`config.mk`:
```
export PLATFORM = sky130hd
export DESIGN_NAME = iambic_morse_keyer_decoder
export DESIGN_NICKNAME = d
export VERILOG_FILES = /design/src/rtl/core/imk_pkg.sv /design/src/rtl/core/iambic_morse_keyer_decoder.sv /design/src/rtl/core/imk_step.sv
export SDC_FILE = /design/constraint.sdc
export NUM_CORES = 1
export LEC_CHECK = 0
export ABC_CLOCK_PERIOD_IN_PS = 15400
export BUFFER_PORTS_ARGS = -buffer_cell sky130_fd_sc_hd__buf_2
export CAP_MARGIN = 20
export CORE_MARGIN = 4
export CORE_UTILIZATION = 60
export CTS_BUF_LIST = sky130_fd_sc_hd__clkbuf_4 sky130_fd_sc_hd__clkbuf_8
export DETAILED_ROUTE_END_ITERATION = 12
export PLACE_DENSITY = 0.81
export SLEW_MARGIN = 30
export SYNTH_ARGS = -nofsm -noshare
export SYNTH_HDL_FRONTEND = slang
export SYNTH_HIERARCHICAL = 1
export SYNTH_SLANG_ARGS = --single-unit
export TNS_END_PERCENT = 20
```
`constraint.sdc`:
```
create_clock -name clk -period 15.4 [get_ports clk]
set_input_delay 1.54 -clock clk [delete_from_list [all_inputs] [get_ports clk]]
set_output_delay 1.54 -clock clk [all_outputs]
set_load 0.02 [all_outputs]
```
`src/rtl/core/imk_pkg.sv`:
```
// ----------------------------------------------------------------------------
// imk_pkg
// Shared types, codes and the symbol table of the iambic Morse keyer and
// decoder.
// ----------------------------------------------------------------------------
package imk_pkg;

  // Keyer states
  typedef enum logic [2:0] {
    KS_IDLE = 3'd0,
    KS_DOT  = 3'd1,
    KS_DASH = 3'd2,
    KS_GAP1 = 3'd3,
    KS_GAP2 = 3'd4,
    KS_TUNE = 3'd5
  } imk_kstate_t;

  // Paddle that started an element
  typedef enum logic [1:0] {
    PAD_NONE = 2'd0,
    PAD_DOT  = 2'd1,
    PAD_DASH = 2'd2
  } imk_pad_t;

  // Tune commands
  localparam logic [1:0] TUNE_NONE  = 2'd0;
  localparam logic [1:0] TUNE_ENTER = 2'd1;
  localparam logic [1:0] TUNE_LEAVE = 2'd2;

  // Keyer modes (two and three are both Ultimatic)
  localparam logic [1:0] MODE_IAMBIC_A = 2'd0;
  localparam logic [1:0] MODE_IAMBIC_B = 2'd1;

  // Configuration register indexes
  localparam logic [1:0] CFG_STRAIGHT_KEY = 2'd0;
  localparam logic [1:0] CFG_DOT_LENGTH   = 2'd1;
  localparam logic [1:0] CFG_KEYER_MODE   = 2'd2;

  // Widths and reset values
  localparam int DOT_W  = 11;
  localparam int CODE_W = 6;
  localparam logic [DOT_W-1:0] DOT_LENGTH_RESET = 11'd60;

  // Reciprocal of three for an 11-bit dividend: x/3 == (x*683) >> 11
  localparam logic [21:0] THIRD_MUL = 22'd683;

  localparam int NUM_SYMBOLS = 43;
  localparam logic [CODE_W-1:0] CODE_UNKNOWN = 6'd43;

  // Element patterns, two bits per element (01 dot, 10 dash)
  localparam logic [11:0] SYMBOL_TABLE [NUM_SYMBOLS] = '{
    12'h006, 12'h095, 12'h099, 12'h025, 12'h001, 12'h059, 12'h029, 12'h055,
    12'h005, 12'h06A, 12'h026, 12'h065, 12'h00A, 12'h009, 12'h02A, 12'h069,
    12'h0A6, 12'h019, 12'h015, 12'h002, 12'h016, 12'h056, 12'h01A, 12'h096,
    12'h09A, 12'h0A5,
    12'h2AA, 12'h1AA, 12'h16A, 12'h15A, 12'h156, 12'h155, 12'h255, 12'h295,
    12'h2A5, 12'h2A9,
    12'h5A5, 12'h256, 12'h666, 12'hA5A, 12'h199, 12'h566, 12'h269
  };

  typedef struct packed {
    logic             straight_key;
    logic [DOT_W-1:0] dot_length_ms;
    logic [1:0]       keyer_mode;
  } imk_cfg_t;

  typedef struct packed {
    imk_kstate_t keyer;
    logic [31:0] now_ms;
    logic [31:0] next_scan_ms;
    logic [31:0] second_gap_end_ms;
    logic [31:0] char_gap_start_ms;
    logic        char_gap_armed;
    logic [31:0] word_gap_start_ms;
    logic        word_gap_armed;
    logic [31:0] element_pattern;
    logic        dot_memory;
    logic        dash_memory;
    logic        squeezed;
    imk_pad_t    current_paddle;
    imk_pad_t    first_paddle;
  } imk_state_t;

  typedef struct packed {
    logic              key_down;
    logic              busy_res;
    logic              tune_active;
    logic              symbol_valid;
    logic [CODE_W-1:0] symbol_code;
    logic              word_space;
  } imk_result_t;

  // Look up a packed element pattern; anything unlisted is unknown
  function automatic logic [CODE_W-1:0] decode_symbol(input logic [31:0] pat);
    logic [CODE_W-1:0] code;
    code = CODE_UNKNOWN;
    for (int i = NUM_SYMBOLS - 1; i >= 0; i--) begin
      if (pat[31:12] == 20'd0 && pat[11:0] == SYMBOL_TABLE[i]) begin
        code = CODE_W'(i);
      end
    end
    return code;
  endfunction

endpackage

```
`src/rtl/core/iambic_morse_keyer_decoder.sv`:
```
// ----------------------------------------------------------------------------
// iambic_morse_keyer_decoder
// Iambic A/B and Ultimatic Morse keyer with straight key and tune modes, and
// a decoder that turns sent elements into symbol codes and word spaces.
// ----------------------------------------------------------------------------
// Each input beat is one millisecond tick carrying both paddle levels and a
// tune command; each tick yields exactly one result beat. The block takes a
// new tick every clock cycle while in_stall is low. A tick is held in the
// input register, then goes through the step logic into the result register,
// where the keyer state is also updated. A stalled result holds both stages;
// the input side stalls only when both are full. Configuration writes are
// always ready and take effect on the next tick; write them only while no
// tick is in flight.
module iambic_morse_keyer_decoder (
  input  logic        clk,
  input  logic        rst_n,
  // input ticks
  input  logic        in_valid,
  output logic        in_stall,
  input  logic        in_dot_paddle,
  input  logic        in_dash_paddle,
  input  logic [1:0]  in_tune_command,
  // results
  output logic        out_valid,
  input  logic        out_stall,
  output logic        out_key_down,
  output logic        out_busy_res,
  output logic        out_tune_active,
  output logic        out_symbol_valid,
  output logic [5:0]  out_symbol_code,
  output logic        out_word_space,
  // configuration writes
  input  logic        cfg_valid,
  output logic        cfg_ready,
  input  logic [1:0]  cfg_index,
  input  logic [10:0] cfg_data
);

  imk_pkg::imk_cfg_t    cfg_r;
  imk_pkg::imk_state_t  state_r, state_nxt;
  imk_pkg::imk_result_t res_nxt, out_res_r;

  logic       s1_valid_r;
  logic       s1_dot_r;
  logic       s1_dash_r;
  logic [1:0] s1_tune_r;
  logic       out_valid_r;

  logic out_free;
  logic s2_load;
  logic in_load;

  // Handshake: stage two advances when the result slot is free
  assign out_free = !out_valid_r || !out_stall;
  assign s2_load  = s1_valid_r && out_free;
  assign in_stall = s1_valid_r && !out_free;
  assign in_load  = in_valid && !in_stall;
  assign cfg_ready = 1'b1;

  // Configuration registers
  always_ff @(posedge clk) begin
    if (!rst_n) begin
      cfg_r.straight_key  <= 1'b1;
      cfg_r.dot_length_ms <= imk_pkg::DOT_LENGTH_RESET;
      cfg_r.keyer_mode    <= imk_pkg::MODE_IAMBIC_A;
    end else if (cfg_valid) begin
      case (cfg_index)
        imk_pkg::CFG_STRAIGHT_KEY: cfg_r.straight_key  <= cfg_data[0];
        imk_pkg::CFG_DOT_LENGTH:   cfg_r.dot_length_ms <= cfg_data;
        imk_pkg::CFG_KEYER_MODE:   cfg_r.keyer_mode    <= cfg_data[1:0];
        default: ;
      endcase
    end
  end

  // Input register
  always_ff @(posedge clk) begin
    if (!rst_n) begin
      s1_valid_r <= 1'b0;
    end else if (in_load) begin
      s1_valid_r <= 1'b1;
    end else if (s2_load) begin
      s1_valid_r <= 1'b0;
    end
  end

  always_ff @(posedge clk) begin
    if (in_load) begin
      s1_dot_r  <= in_dot_paddle;
      s1_dash_r <= in_dash_paddle;
      s1_tune_r <= in_tune_command;
    end
  end

  imk_step u_step (
    .cur      (state_r),
    .cfg      (cfg_r),
    .dot      (s1_dot_r),
    .dash     (s1_dash_r),
    .tune_cmd (s1_tune_r),
    .nxt      (state_nxt),
    .res      (res_nxt)
  );

  // Keyer state: advance once per tick
  always_ff @(posedge clk) begin
    if (!rst_n) begin
      state_r.keyer             <= imk_pkg::KS_IDLE;
      state_r.now_ms            <= 32'd0;
      state_r.next_scan_ms      <= 32'd0;
      state_r.second_gap_end_ms <= 32'd0;
      state_r.char_gap_start_ms <= 32'd0;
      state_r.char_gap_armed    <= 1'b0;
      state_r.word_gap_start_ms <= 32'd0;
      state_r.word_gap_armed    <= 1'b0;
      state_r.element_pattern   <= 32'd0;
      state_r.dot_memory        <= 1'b0;
      state_r.dash_memory       <= 1'b0;
      state_r.squeezed          <= 1'b0;
      state_r.current_paddle    <= imk_pkg::PAD_NONE;
      state_r.first_paddle      <= imk_pkg::PAD_NONE;
    end else if (s2_load) begin
      state_r <= state_nxt;
    end
  end

  // Result register
  always_ff @(posedge clk) begin
    if (!rst_n) begin
      out_valid_r <= 1'b0;
    end else if (s2_load) begin
      out_valid_r <= 1'b1;
    end else if (!out_stall) begin
      out_valid_r <= 1'b0;
    end
  end

  always_ff @(posedge clk) begin
    if (s2_load) begin
      out_res_r <= res_nxt;
    end
  end

  assign out_valid        = out_valid_r;
  assign out_key_down     = out_res_r.key_down;
  assign out_busy_res     = out_res_r.busy_res;
  assign out_tune_active  = out_res_r.tune_active;
  assign out_symbol_valid = out_res_r.symbol_valid;
  assign out_symbol_code  = out_res_r.symbol_code;
  assign out_word_space   = out_res_r.word_space;

`ifndef ASSERT_OFF
  // the tick counter moves by exactly one per processed tick
  a_tick_count: assert property (@(posedge clk) disable iff (!rst_n)
    $past(rst_n) && $past(s2_load) |-> state_r.now_ms == $past(state_r.now_ms) + 32'd1)
    else $error("tick counter did not advance by one");

  // no symbol code without a decoded character
  a_code_zero: assert property (@(posedge clk) disable iff (!rst_n)
    out_valid_r && !out_res_r.symbol_valid |-> out_res_r.symbol_code == 6'd0)
    else $error("symbol code set without a symbol");

  // keyed and tune imply busy
  a_key_busy: assert property (@(posedge clk) disable iff (!rst_n)
    out_valid_r && (out_res_r.key_down || out_res_r.tune_active) |-> out_res_r.busy_res)
    else $error("keyed while idle");

  // decode and word space happen only with the keyer idle
  a_flags_idle: assert property (@(posedge clk) disable iff (!rst_n)
    out_valid_r && (out_res_r.symbol_valid || out_res_r.word_space) |->
      !out_res_r.busy_res)
    else $error("symbol or word space flagged while busy");
`endif

endmodule

```
`src/rtl/core/imk_step.sv`:
```
// ----------------------------------------------------------------------------
// imk_step
// Next-state and result logic for one millisecond tick: tune command,
// straight key or paddle keyer scan, character and word gap detection.
// ----------------------------------------------------------------------------
module imk_step (
  input  imk_pkg::imk_state_t  cur,
  input  imk_pkg::imk_cfg_t    cfg,
  input  logic                 dot,
  input  logic                 dash,
  input  logic [1:0]           tune_cmd,
  output imk_pkg::imk_state_t  nxt,
  output imk_pkg::imk_result_t res
);

  logic [31:0] t;
  logic [31:0] delay;
  logic [21:0] third_prod;
  logic [10:0] dot_third;
  logic [12:0] dot_len_x3;
  logic [12:0] word_len;
  logic        want_dot;
  logic        want_dash;
  logic        dot_first;
  logic        dash_sel;
  imk_pkg::imk_pad_t pad_sel;

  assign t          = cur.now_ms;
  assign third_prod = {11'd0, cfg.dot_length_ms} * imk_pkg::THIRD_MUL;
  assign dot_third  = third_prod[21:11];
  assign dot_len_x3 = {2'b00, cfg.dot_length_ms} + {1'b0, cfg.dot_length_ms, 1'b0};
  assign word_len   = {cfg.dot_length_ms, 2'b00};

  // Advance the keyer by one tick
  always_comb begin
    nxt          = cur;
    res          = '0;
    delay        = 32'd0;
    want_dot     = 1'b0;
    want_dash    = 1'b0;
    dot_first    = 1'b0;
    dash_sel     = 1'b0;
    pad_sel      = imk_pkg::PAD_NONE;

    // apply tune command before the scan
    case (tune_cmd)
      imk_pkg::TUNE_ENTER: nxt.keyer = imk_pkg::KS_TUNE;
      imk_pkg::TUNE_LEAVE: nxt.keyer = imk_pkg::KS_IDLE;
      default: ;
    endcase

    if (dot && dash) begin
      nxt.squeezed = 1'b1;
    end

    if (cfg.straight_key) begin
      // straight key: dot contact keys, dash enters tune, dot leaves it
      if (nxt.keyer == imk_pkg::KS_TUNE) begin
        if (dot) begin
          nxt.keyer = imk_pkg::KS_IDLE;
        end
      end else if (nxt.keyer == imk_pkg::KS_IDLE) begin
        if (dash) begin
          nxt.keyer = imk_pkg::KS_TUNE;
        end else if (dot) begin
          nxt.keyer = imk_pkg::KS_DOT;
        end
      end else if (!dot) begin
        nxt.keyer = imk_pkg::KS_IDLE;
      end
    end else begin
      // remember presses in the second part of the gap
      if (nxt.keyer == imk_pkg::KS_GAP2) begin
        if (dot) begin
          nxt.dot_memory = 1'b1;
        end
        if (dash) begin
          nxt.dash_memory = 1'b1;
        end
      end

      if (t > cur.next_scan_ms) begin
        case (nxt.keyer)
          imk_pkg::KS_DOT, imk_pkg::KS_DASH: begin
            nxt.keyer             = imk_pkg::KS_GAP1;
            delay                 = {21'd0, dot_third};
            nxt.second_gap_end_ms = t + {21'd0, cfg.dot_length_ms};
            nxt.char_gap_start_ms = t;
            nxt.char_gap_armed    = 1'b1;
            nxt.word_gap_armed    = 1'b0;
          end
          imk_pkg::KS_GAP1: begin
            nxt.keyer = imk_pkg::KS_GAP2;
            delay = (t >= cur.second_gap_end_ms) ? 32'd0 : cur.second_gap_end_ms - t;
          end
          imk_pkg::KS_GAP2: begin
            nxt.keyer = imk_pkg::KS_IDLE;
            // iambic B: add the opposite element after a released squeeze
            if (cfg.keyer_mode == imk_pkg::MODE_IAMBIC_B && nxt.squeezed &&
                !(dot || nxt.dot_memory || dash || nxt.dash_memory)) begin
              if (cur.current_paddle == imk_pkg::PAD_DOT) begin
                nxt.dash_memory = 1'b1;
              end else begin
                nxt.dot_memory = 1'b1;
              end
            end
            nxt.squeezed = 1'b0;
          end
          imk_pkg::KS_IDLE: begin
            want_dot  = dot || nxt.dot_memory;
            want_dash = dash || nxt.dash_memory;
            if (want_dot || want_dash) begin
              if (cfg.keyer_mode == imk_pkg::MODE_IAMBIC_A ||
                  cfg.keyer_mode == imk_pkg::MODE_IAMBIC_B) begin
                dot_first = cur.current_paddle != imk_pkg::PAD_DOT;
              end else begin
                dot_first = cur.first_paddle != imk_pkg::PAD_DOT;
              end
              dash_sel = dot_first ? !want_dot : want_dash;
              pad_sel  = dash_sel ? imk_pkg::PAD_DASH : imk_pkg::PAD_DOT;
              // start the element and shift it into the pattern
              nxt.keyer           = dash_sel ? imk_pkg::KS_DASH : imk_pkg::KS_DOT;
              nxt.element_pattern = {cur.element_pattern[29:0], dash_sel, !dash_sel};
              nxt.current_paddle  = pad_sel;
              if (cur.first_paddle == imk_pkg::PAD_NONE) begin
                nxt.first_paddle = pad_sel;
              end
              delay = dash_sel ? {19'd0, dot_len_x3} : {21'd0, cfg.dot_length_ms};
              nxt.dot_memory  = 1'b0;
              nxt.dash_memory = 1'b0;
            end else begin
              nxt.first_paddle   = imk_pkg::PAD_NONE;
              nxt.current_paddle = imk_pkg::PAD_NONE;
              // character gap over: decode and arm the word gap
              if (cur.char_gap_armed &&
                  (t - cur.char_gap_start_ms) >= {19'd0, dot_len_x3}) begin
                res.symbol_valid      = 1'b1;
                res.symbol_code       = imk_pkg::decode_symbol(cur.element_pattern);
                nxt.element_pattern   = 32'd0;
                nxt.char_gap_armed    = 1'b0;
                nxt.word_gap_start_ms = t;
                nxt.word_gap_armed    = 1'b1;
              end
            end
          end
          default: ;
        endcase
        nxt.next_scan_ms = t + delay;
      end

      // flag a word space once the longer gap has run
      if (nxt.keyer == imk_pkg::KS_IDLE && nxt.word_gap_armed &&
          (t - nxt.word_gap_start_ms) >= {19'd0, word_len}) begin
        res.word_space     = 1'b1;
        nxt.word_gap_armed = 1'b0;
      end
    end

    nxt.now_ms = t + 32'd1;

    res.key_down    = nxt.keyer inside {imk_pkg::KS_DOT, imk_pkg::KS_DASH, imk_pkg::KS_TUNE};
    res.busy_res    = nxt.keyer != imk_pkg::KS_IDLE;
    res.tune_active = nxt.keyer == imk_pkg::KS_TUNE;
  end

endmodule
```
Word-level counts from Yosys, hierarchy flattened
Cells that the tools add are included.
Storage, ports and cells
  word-level logic and storage cells: 311
  register bits: 235
  output and inout bits: 14
  input bits: 22
Operators by class
  reduce and logical (&&, ||, !) cells: 98
  add/sub/neg operators: 7
  muxes and demuxes: 101
  order comparisons: 4
  multiply operators: 1
  bitwise operators: 4
  eq/ne operators: 63
Operator list (count)
  $mux 169: 2
  $mux 32: 7
  $mux 6: 32
  $pmux 32 s3: 1
  $sub 32x32->32: 3
  $eq 12x10->1 const B: 7
  $eq 12x7->1 const B: 6
  $eq 12x8->1 const B: 6
  $eq 12x9->1 const B: 6
  $mux 66: 1
  $ge 32x13->1: 2
  $mux 64: 1
  $logic_and 1x1->1: 52
  $eq 12x5->1 const B: 4
  $eq 12x6->1 const B: 4
  $mux 4: 10
  $reduce_or 37->1: 1
  $eq 12x11->1 const B: 3
  $mux 34: 1
  $add 32x1->32 const B: 1
  $add 32x11->32: 1
  $add 32x32->32: 1
  $ge 32x32->1: 1
  $gt 32x32->1: 1
  other kinds (44): 124

Logic depth before layout (Yosys ltp)
  word-level depth: 46
  mapped depth: 49

By module
The synthesis kept the hierarchy.
By module, submodules not included
  imk_step: times used 1, cells an instance 2316, area each 15317.2 sq um, seq. area each 0.0 sq um
  iambic_morse_keyer_decoder: times used 1, cells an instance 970, area each 9276.4 sq um, seq. area each 4854.7 sq um

Worst setup path after synthesis
Ideal clock, no wire load.
  path type: flip-flop to flip-flop
  from: register cfg_r[3] in the netlist's numbering
  to: register state_r[39] in the netlist's numbering
  required time: 15.328 ns
  data arrival time: 8.019 ns
  cell stages (with the launch flop): 49
  clock period less this slack: 8.090 ns
  buffers on the path: 0
  slack: 7.310 ns
  cell sequence: dfxtp_1 -> ha_1 -> fa_1 -> a21o_1 -> a21oi_1 -> o21bai_1 -> a21oi_1 -> o21bai_1 -> a21oi_1 -> nor2b_1 -> nor2_1 -> nor2_1 -> nor2_1 -> xnor2_1 -> ha_1 -> a221oi_1 -> o311ai_0 -> nor3_1 -> [13 not listed] -> a21o_1 -> a211oi_1 -> nor2_1 -> ha_1 -> a21o_1 -> a21o_1 -> a21oi_1 -> o22ai_1 -> nand4b_1 -> nor3_1 -> nand4_1 -> nor4_2 -> nand4_1 -> o311ai_2 -> a221oi_2 -> a21oi_2 -> nand2_1 -> mux2i_1
Between the ends
  cells in the longest elaborated chain, start to end: 12
Ends and longest elaborated chain
  start, declared: line iambic_morse_keyer_decoder.sv:39  | imk_pkg::imk_cfg_t cfg_r;
  $add 11x12->13: line imk_step.sv:31  | assign dot_len_x3 = {2'b00, cfg.dot_length_ms} + {1'b0, cfg.dot_length_ms, 1'b0};
  $ge 32x13->1: line imk_step.sv:136  | (t - cur.char_gap_start_ms) >= {19'd0, dot_len_x3}) begin
  $logic_and 1x1->1: line imk_step.sv:135  | if (cur.char_gap_armed &&
  $mux 66: line imk_step.sv:135
  $mux 34: line imk_step.sv:112  | if (want_dot || want_dash) begin
  $mux 32: line imk_step.sv:83  | case (nxt.keyer)
  $mux 169: line imk_step.sv:82  | if (t > cur.next_scan_ms) begin
  $mux 169: line imk_step.sv:56  | if (cfg.straight_key) begin
  $sub 32x32->32: line imk_step.sv:153  | (t - nxt.word_gap_start_ms) >= {19'd0, word_len}) begin
  $ge 32x13->1: line imk_step.sv:153
  $logic_and 1x1->1: line imk_step.sv:152  | if (nxt.keyer == imk_pkg::KS_IDLE && nxt.word_gap_armed &&
  $mux 1 (*): line imk_step.sv:152
  end signal, assigned: line iambic_morse_keyer_decoder.sv:123  | state_r <= state_nxt;
  end, declared: line iambic_morse_keyer_decoder.sv:40  | imk_pkg::imk_state_t state_r, state_nxt;
Every way passes the cells marked *; elsewhere a longest branch is shown, timed or not. The select of a mux whose other input is x is not followed.
A chain may end at the register's enable or synchronous reset.

Worst setup path in the final report
  from: register cfg_r[2] in the netlist's numbering
  to: register state_r[39] in the netlist's numbering
The elaborated chain is that of the path after synthesis.

==> results.md <==
- Internal reg-to-reg setup slack: around 5200 ps
- Setup Buffers After CTS: 0
- Routability cong.: 0.983
- Placed inst area: 0.0249 mm²
- Worst setup startpoint: cfg_r[2]
- CP Class: reg2reg
- CP peak stage delay: around 550 ps
- Pint: 1160 µW
- Setup violators final: 0
- GRT Total Usage: between 30% and 40%
- Final hold slack: approximately 450 ps
- Combinational Power Share: 23.2%
- CTS clk-pin slew, worst paths: 70 ps
- Clock buffer depth: 3
- Worst r2r src: cfg_r[2]
- Clock Tree Root: clkbuf_8
- First-pass DRT Iterations: 6
- Vias per std cell: between 6 and 7
- Routed WL: 73.7 mm
- R2R Path End: state_r[39]
- Dpl hpwl: roughly 55 mm
- Final min period: roughly 10000 ps
- Cts bufs inserted: between 40 and 50
- Area grow syn2layout: 5.55%
- Clock share of power: 40.0%
- Max Cap Viol: 0
- Die ar.: around 0.044 mm²
- Synth area leader: dfxtp_1
- Worst r2r path cells: 48
- LEAKAGE: 0.0108 µW
- Fmax: 98.4 MHz
- Final instance area: 0.0260 mm²
- Synth cell count leaders: nand2_1, ha_1, inv_1
- Final nets: 3577
- Number of synthesized flops with an enable pin: 15
- Critical Path End: state_r[39]
- DRT iter0 DRCs: between 2000 and 2500
- Resized Gates After CTS: 0
- Synth Instances: 3286
- Slew Limit Fails: 0
- Status: complete, no violations
- Post-synthesis sequential area ratio: 19.7%
- Clock tree from TritonCTS: yes
- Setup crit start kind: register
- FP Rows: 73
- Area contributors post-synth: dfxtp_1, ha_1, nand2_1
- Worst Path Max Fanout: 32
- Die height: 210 µm
- Maximum VDD drop: 0.0617 mV
- Routed via count: 23900
- Crit end category: register
- # DRC: 0
- Cell variety after synth: between 100 and 150
- Most frequent cell after synthesis: nand2_1
- Top-area cell type share of the netlist area: ~18%
- Mapped Avg Cell Area: 7.48 µm²
- TritonCTS Sinks: roughly 240
- Fill count: roughly 3500
- WL per Instance: 19.3 µm
- Global-route wire length before repair: about 120 mm
- RSZ-0062 raised after global routing: false
- Synth Flop Type: dfxtp_1
- Core area: 0.0401 mm²
- Fin Setup TNS: 0 ps
- Final design utilization: approximately two thirds
- Clock Latency Late Sink: 640 ps
- Post-Syn Nets: 3609
- Pwr dens: 66.1 mW/mm²
- Clock skew: 47.8 ps
- Die W: 210 µm
- Sequential Power Share: between 30 and 40%
- Hold_buf cts: 0
- Synth async-reset ratio: 0%
- Initial antenna violation count: 1
- Number of global-route vias before repair: ~22000
- Number of synthesized register bits: 235
- CP required: 15930 ps
- HP Class: reg2reg
- Switching fraction of total power: 32.3%
- Top Ports: 36
- Pin count of the biggest net entering global routing: between 200 and 300
- Final period util: 66.0%
- Port bufs: 34
- Synth Warn #: 6
- Fraction of layout instances using a drive strength above 1: 6.63%
- WP data arrival: 10690 ps
- Psw: 554 µW
- Post-DRT Antenna Nets: 0
- Htree depth: 2
- Final hold vios: 0
- Total grt overflow: 0
- Netlist Area Pre-Place: 0.0246 mm²
- Slew headroom: 35.2%
- Initial core utilization: 61.3%
- Critical Path Slowest Stage Cell: nand3_2
- Slew @ Worst Pin: 968 ps
cell usage in the layout (no fill, tap or decap), drive strengths merged, types with 76 or more instances in the layout:
cell and instances:
mux2i 220, xnor2 116, dfxtp 220, o21ai 199, a21oi 213, inv 238, clkbuf 76, nor2 200
nor3 87, nand2 659, ha 269
flip-flops by register name (all words and copies together), names as in the netlist:
| name | count |
|---|---|
| cfg_r | 14 |
| out_busy_res | 1 |
| out_key_down | 1 |
| out_symbol_code | 6 |
| out_symbol_valid | 1 |
| out_tune_active | 1 |
| out_valid | 1 |
| out_word_space | 1 |
| s1_dash_r | 1 |
| s1_dot_r | 1 |
| s1_tune_r | 2 |
| s1_valid_r | 1 |
| state_r | 204 |
layout make-up:
class                   count  area (µm²)  area share, %
diodes                      2        5.00         0.0193
clock buffers              76         940           3.62
clock inverters             4        30.0          0.116
inverters                 238         893           3.44
multi-input cells        2660       18100           69.6
flip-flops and latches    235        4850           18.7
well taps                 525         657           2.53
repair buffers             74         520           2.01
worst min-delay path by stage:
stage                     slack [ps]         start  depth (start not counted)            to
final                            450  state_r[151]                          2  state_r[151]
after global routing             470   state_r[95]                          2   state_r[95]
after floorplan                  430      cfg_r[0]                          2      cfg_r[0]
after global placement           440   state_r[76]                          2   state_r[76]
after CTS                        460   state_r[76]                          2   state_r[76]
after detailed placement         450   state_r[88]                          2   state_r[88]
cells by family (layout without fill, tap and decap cells):
| kind of cell | count (synthesis) | count (layout) | synth area share (%) |
|---|---|---|---|
| xor gates and xnor gates | 158 | 158 | 5.63 |
| other | 1 | 3 | 0.0152 |
| AOI/OAI and AO/OA | 740 | 740 | 19.5 |
| and+or+nand+nor | 1232 | 1232 | 22.5 |
| adders and majority gates | 301 | 301 | 16.3 |
| DFF | 235 | 235 | 19.7 |
| buffers and inverters | 391 | 392 | 7.08 |
| muxes | 228 | 228 | 9.32 |
worst max-delay path: cells and delay by family, from the launching register on:
kind                       cells  cell delay (ps)
DFF                            1              430
and+or+nand+nor               19             3380
xor gates and xnor gates       1              110
adders and majority gates      5             1440
AOI/OAI and AO/OA             21             4440
buffers and inverters          1              100
muxes                          1              140
per-layer routing:
metal  vias up  GRT usage [%]  wire length, µm
met5         -              0                0
met4         0           12.5             2780
met3       161           4.75             5950
met2       969           50.5            32500
met1     11300           44.6            32500
li1      11400              -                -
power by group through the flow:
| stage | combinational (µW) | sequential, µW | clock [µW] |
|---|---|---|---|
| 2_1_floorplan | 293 | 642 | 0 |
| 4_1_cts | 390 | 631 | 697 |
| 6_report | 398 | 631 | 686 |
| 5_1_grt | 436 | 632 | 721 |
| 3_3_place_gp | 379 | 644 | 0 |
| 3_5_place_dp | 387 | 644 | 0 |
metrics by stage:
step                      setup slack [ps]  instances  total power [µW]
final                                 5230       3814              1720
after global routing                  4340       3813              1790
after CTS                             5430       3811              1720
after detailed placement              5520       3731              1030
after global placement                5630       3731              1020
after floorplan                       7310       3286               936
No activity file was read; power rests on OpenSTA's default activity.
